<file path="src/rtl/timestamp_line_tracker_unit_macros.svh">
// ----------------------------------------------------------------------------
// Timestamp line tracker assertion macros
// Shared concurrent assertion forms for the tracker RTL.
// ----------------------------------------------------------------------------
`ifndef TIMESTAMP_LINE_TRACKER_UNIT_MACROS_SVH
`define TIMESTAMP_LINE_TRACKER_UNIT_MACROS_SVH

// same-cycle implication
`define TLTU_ASSERT_IMP(label, clk, rst, ante, cons, msg) \
  label: assert property (@(posedge clk) disable iff (rst) (ante) |-> (cons)) \
    else $error(msg);

// next-cycle implication
`define TLTU_ASSERT_NXT(label, clk, rst, ante, cons, msg) \
  label: assert property (@(posedge clk) disable iff (rst) (ante) |=> (cons)) \
    else $error(msg);

`endif

</file>
<file path="src/rtl/tltu_pkg.sv">
// ----------------------------------------------------------------------------
// Timestamp line tracker package
// Word widths, mode codes and default sizes shared by the tracker RTL.
// ----------------------------------------------------------------------------
package tltu_pkg;

  localparam int MODE_W        = 2;
  localparam int TIME_W        = 32;
  localparam int LINE_W        = 8;
  localparam int MAX_LINES_DEF = 256;

  localparam logic [MODE_W-1:0] MODE_CLEAR  = 2'd0;
  localparam logic [MODE_W-1:0] MODE_APPEND = 2'd1;
  localparam logic [MODE_W-1:0] MODE_QUERY  = 2'd2;

endpackage

</file>
<file path="src/rtl/tltu_cell.sv">
// ----------------------------------------------------------------------------
// Timestamp line tracker search cell
// One halving step of the upper-bound search: probe the middle entry of the
// incoming window and hand the narrowed window to the next cell.
// ----------------------------------------------------------------------------
module tltu_cell #(
  parameter int CW = 9,
  parameter int AW = 8
) (
  input  logic                        clk,
  input  logic                        rst,
  input  logic                        in_valid,
  input  logic [CW-1:0]               in_first,
  input  logic [CW-1:0]               in_len,
  input  logic [tltu_pkg::TIME_W-1:0] pos,
  input  logic [tltu_pkg::TIME_W-1:0] rd_data,
  output logic                        rd_en,
  output logic [AW-1:0]               rd_addr,
  output logic                        out_valid,
  output logic [CW-1:0]               out_first,
  output logic [CW-1:0]               out_len
);
  import tltu_pkg::*;

  logic [CW-1:0] half_in;
  logic [CW-1:0] probe_in;
  logic          pend;
  logic [CW-1:0] first;
  logic [CW-1:0] probe;
  logic [CW-1:0] half;
  logic [CW-1:0] len;

  assign half_in  = in_len >> 1;
  assign probe_in = in_first + half_in;
  assign rd_en    = in_valid && (in_len != '0);
  assign rd_addr  = probe_in[AW-1:0];

  always_ff @(posedge clk) begin
    if (rst) begin
      pend      <= 1'b0;
      out_valid <= 1'b0;
    end else begin
      pend      <= rd_en;
      out_valid <= (in_valid && (in_len == '0)) || pend;
    end
  end

  always_ff @(posedge clk) begin
    if (in_valid) begin
      first <= in_first;
      probe <= probe_in;
      half  <= half_in;
      len   <= in_len;
    end
    if (in_valid && (in_len == '0)) begin
      out_first <= in_first;
      out_len   <= '0;
    end else if (pend) begin
      if (!(pos < rd_data)) begin
        out_first <= probe + CW'(1);
        out_len   <= len - half - CW'(1);
      end else begin
        out_first <= first;
        out_len   <= half;
      end
    end
  end
endmodule

</file>
<file path="config.mk">
export PLATFORM = sky130hd
export DESIGN_NAME = tltu_cell
export DESIGN_NICKNAME = d
export VERILOG_FILES = /design/src/rtl/timestamp_line_tracker_unit_macros.svh /design/src/rtl/tltu_pkg.sv /design/src/rtl/tltu_cell.sv
export SDC_FILE = /design/constraint.sdc
export NUM_CORES = 1
export LEC_CHECK = 0
export BUFFER_PORTS_ARGS = -buffer_cell sky130_fd_sc_hd__buf_4
export CORE_MARGIN = 2
export CORE_UTILIZATION = 50
export CTS_BUF_LIST = sky130_fd_sc_hd__clkbuf_16
export CTS_CLUSTER_DIAMETER = 150
export DETAILED_ROUTE_END_ITERATION = 7
export GPL_TIMING_DRIVEN = 0
export PLACE_DENSITY_LB_ADDON = 0.25
export RECOVER_POWER = 50
export SKIP_LAST_GASP = 1
export SLEW_MARGIN = 20
export SYNTH_ARGS = -nofsm -noshare
export SYNTH_HDL_FRONTEND = slang
export SYNTH_SLANG_ARGS = --single-unit
export TNS_END_PERCENT = 20
</file>
<file path="constraint.sdc">
create_clock -name clk -period 7.7 [get_ports clk]
set_input_delay 1.925 -clock clk [delete_from_list [all_inputs] [get_ports clk]]
set_output_delay 1.925 -clock clk [all_outputs]
set_load 0.1 [all_outputs]
</file>
; ---- Yosys cells after proc, flatten, opt, wreduce, memory -nomap -nowiden
; Index checks and enable logic that the tools add are counted.
[word_totals]
reg_bits = 55
in_bits = 85
output_inout_bits = 28
word_cells = 23
[op_classes]
n_addsub = 4
magnitude_cmp = 1
n_mux = 4
n_reduce_logical = 6
[ops]
columns = op, n
row1 = $mux W9, 4
row2 = $lt A32 B32 Y1, 1
row3 = $add A9 B1 Y9 const B, 1
row4 = $add A9 B8 Y9, 1
row5 = $logic_not A9 Y1, 1
row6 = $reduce_bool A9 Y1, 1
row7 = $sub A9 B1 Y9 const B, 1
row8 = $sub A9 B8 Y9, 1
row9 = $logic_and A1 B1 Y1, 2
row10 = $reduce_bool A2 Y1, 1
row11 = $logic_or A1 B1 Y1, 1

; ---- Depth between registers and ports, before layout
[depth]
depth_word = 4
mapped_depth = 11
depth_no_buf = 11

; ---- Least setup slack after synthesis
; No wires, ideal clock.
[synth_path]
path_type = in2out
start = input port in_first[0]
end = output port rd_addr[6]
arrival_time_ps = 3468
required_ps = 5775
setup_slack_ps = 2307
cell_stages = 10
path_buffers = 1
cell_sequence = ha_1 > inv_1 > fa_1 > inv_1 > a21oi_1 > o21bai_1 > a21o_1 > a21oi_1 > xnor2_1 > buf_4
[synth_via]
elab_chain_len = 1
[synth_rtl]
columns = item, line
row1 = start: declaration, tltu_cell.sv:13  ; input logic [CW-1:0] in_first,
row2 = $add A9 B8 Y9, tltu_cell.sv:34  ; assign probe_in = in_first + half_in;
row3 = end: declaration, tltu_cell.sv:18  ; output logic [AW-1:0] rd_addr,
; Every way passes these cells.

; ---- Worst setup path after layout
; Same ends and word-level chain as after synthesis.

==> flow_metrics.tcl <==
set metrics [dict create \
    clkSinkCount 47 \
    power_frac_clock 0.222 \
    peakVddDrop_v 0.0001688 \
    multiInputGateArea_mm2 0.001767 \
    power_leakage_nw 2.083 \
    grt-ovfl-total 0 \
    cts_root_buffer "clkbuf_16" \
    avgViaCountPerCell 5.209 \
    synth_top_area_share 0.3224 \
    clkLatencyLatePin_ns 0.29 \
    synth_warnings 0 \
    cts_made_buffers 5 \
    tns_ns 0 \
    rsz0062_at_grt "false" \
    cts_resized 0 \
    avgSynthCellArea_um2 9.921 \
    synthFlopType "edfxtp_1" \
    start_util 0.5221 \
    gp_congestion 0.8222 \
    synthDistinctLibCells 45 \
    synth_edf_count 36 \
    finish.utilization 0.6764 \
    worst_setup_path_end_kind "primary output" \
    path_clk_slew_ns 0.07 \
    seqPwrFrac 0.346 \
    htreeDepth 2 \
    hold_path_end "out_len[4]" \
    setup_viol 0 \
    post_cts_buffers 0 \
    comb_power_share 0.432 \
    slew_headroom 0.002032 \
    fp-row-count 29 \
    tritoncts "built" \
    period_needed_ns 5.908 \
    diodes 0 \
    die_h_um 85.89 \
    setup.worst_path.class "primary input to primary output" \
    min_path_cells 2 \
    required_ns 5.78 \
    via_count 2787 \
    drt_wl_total_um 7569 \
    place_area_mm2 0.004290 \
    fp.dieW_um 85.89 \
    drc_errors 11 \
    wl_per_cell_um 14.15 \
    async_reset_ff_frac 0 \
    io_pins 113 \
    nFillCells 516 \
    worst_slew_pin_slew_ns 1.497 \
    synth_seq_cells 47 \
    r2r-start "len[1]" \
    cp-start-kind "primary input" \
    grt_first_pass_wirelength_um 12250 \
    slew_viol_final 0 \
    fmax_ghz 0.1693 \
    ys_seq_area_frac 0.3881 \
    cap_violations 1 \
    hold_viol 0 \
    synth.cell_area_mm2 0.003353 \
    switching_power_uw 389.2 \
    portBuffers 112 \
    min_from "out_len[4]" \
    startpoint "in_first[0]" \
    grt_antenna_before_repair 0 \
    nets 592 \
    skew_ns 0.005960 \
    grt_usage 0.2099 \
    register_area_mm2 0.001301 \
    grt_pass1_vias 2787 \
    cp.arrival_ns 3.98 \
    ff2ff_path_depth 11 \
    ant_nets 0 \
    synth_cells 338 \
    fin_crit_sh 0.7673 \
    dp_hpwl_um 6018 \
    die-area_mm2 0.007377 \
    internal-power_uw 561.2 \
    power.density_mw_per_mm2 218.8 \
    syn-num-nets 473 \
    p_sw_frac 0.4095 \
    totalPowerFinal_uw 950.4 \
    cp_max_fo 3 \
    cts.hold.buffers_added 0 \
    violations "design-rule violations, max-capacitance violations" \
    drt_first_pass_iters 6 \
    min_path_type "register to register" \
    synth_area_leaders "edfxtp_1 (32%), ha_1 (18%), dfxtp_1 (6.6%)" \
    layout-drive-gt1-share 0.2445 \
    synth_top_cell_by_area "edfxtp_1" \
    rrSetupSlack_ns 5.47 \
    status "complete, but fails checks" \
    r2r_end "out_len[8]" \
    cts_max_path_buffers 2 \
    coreArea_mm2 0.006422 \
    grt_max_degree 30 \
    layout-area-overhead-vs-synth_pct 29.55 \
    final_cell_area_mm2 0.004344 \
    first_iter_violations 165 \
]
## placed cells by master, fill, tap and decap left out, types with 2 or more instances in the layout
master	instances
inv_1	49
nand2_1	23
and4_1	2
o21ai_0	11
clkbuf_1	27
ha_1	48
nor3_1	4
o21a_1	3
xnor2_1	14
xor2_1	7
clkbuf_16	5
o21bai_1	4
mux2i_1	14
o21ai_1	13
buf_4	95
nand3_1	13
a21o_1	4
edfxtp_1	36
nand4_1	4
nor2_1	13
nor2b_1	2
fa_1	2
a21oi_1	27
dfxtp_1	11
buf_6	2
## sequential cells by signal, indices dropped and copies added, names as in the netlist
signal / count
pend: 1
first: 9
len: 9
out_len: 9
out_first: 9
probe: 9
out_valid: 1
## kinds of logic after synthesis
group | after synthesis | share of synthesized area
DFF | 47 | 0.3881
adders and majority gates | 50 | 0.1910
buffers and inverters | 64 | 0.08507
muxes | 15 | 0.04515
AOI/OAI and AO/OA | 75 | 0.1410
xor gates and xnor gates | 21 | 0.05485
and+or+nand+nor | 66 | 0.09478
## cell usage after synthesis (2+ instances only)
| master | count |
|---|---|
| fa_1 | 2 |
| o21ai_1 | 13 |
| and4_1 | 2 |
| mux2i_1 | 14 |
| a21o_1 | 4 |
| o21a_1 | 3 |
| nand4_1 | 4 |
| inv_1 | 49 |
| xnor2_1 | 14 |
| nor2_1 | 13 |
| buf_6 | 2 |
| o21bai_1 | 4 |
| nor3_1 | 4 |
| dfxtp_1 | 11 |
| clkbuf_1 | 3 |
| buf_4 | 8 |
| nand3_1 | 13 |
| o21ai_0 | 11 |
| xor2_1 | 7 |
| nand2_1 | 23 |
| nor2b_1 | 2 |
| edfxtp_1 | 36 |
| ha_1 | 48 |
| a21oi_1 | 27 |
## worst max-delay path by stage
stage	depth (start not counted)	slack (ns)	end
after floorplan	10	2.31	rd_addr[6]
after global placement	12	1.93	rd_addr[6]
after detailed placement	12	1.86	rd_addr[6]
after CTS	12	1.86	rd_addr[6]
after global routing	12	1.66	rd_addr[6]
final	12	1.79	rd_addr[6]
## worst max-delay path, stage by stage
cell and delay [ns]:
clkbuf_1 0.15, ha_1 0.22, inv_1 0.07, fa_1 0.40, inv_1 0.08, a21oi_1 0.06, o21bai_1 0.21, a21o_1 0.15
a21oi_1 0.09, xnor2_1 0.20, buf_4 0.14, buf_4 0.27
## per-layer routing
metal	vias to the layer above	track usage	wire, um
met5	-	0	0
met4	0	0.06926	156
met3	17	0.03850	475
met2	96	0.3989	3846
met1	1246	0.2330	3090
li1	1428	-	-
## power by group through the flow
stage	registers, mW	clock network [mW]	logic [mW]
finish	0.329	0.211	0.411
CTS	0.328	0.214	0.420
detailed placement	0.333	0	0.417
global route	0.332	0.225	0.439
global placement	0.332	0	0.409
floorplan	0.443	0	0.201
## cell type report
class | instances | share of cell area
flip-flops and latches | 47 | 0.2995
repair buffers | 112 | 0.1728
clock inverters | 3 | 0.004320
inverters | 51 | 0.04407
well taps | 77 | 0.02218
plain buffers | 13 | 0.02160
multi-input cells | 227 | 0.4067
clock buffers | 5 | 0.02880
## metrics by stage
stage                     worst slack [ns]  hold WS [ns]  std cells
after floorplan                      2.307        0.5355        338
final                                1.792        0.5308        535
after detailed placement             1.865        0.5134        527
after global placement               1.925        0.5077        527
after CTS                            1.858        0.5327        535
after global routing                 1.657        0.5446        535
Power figures use the tool's default switching activity.
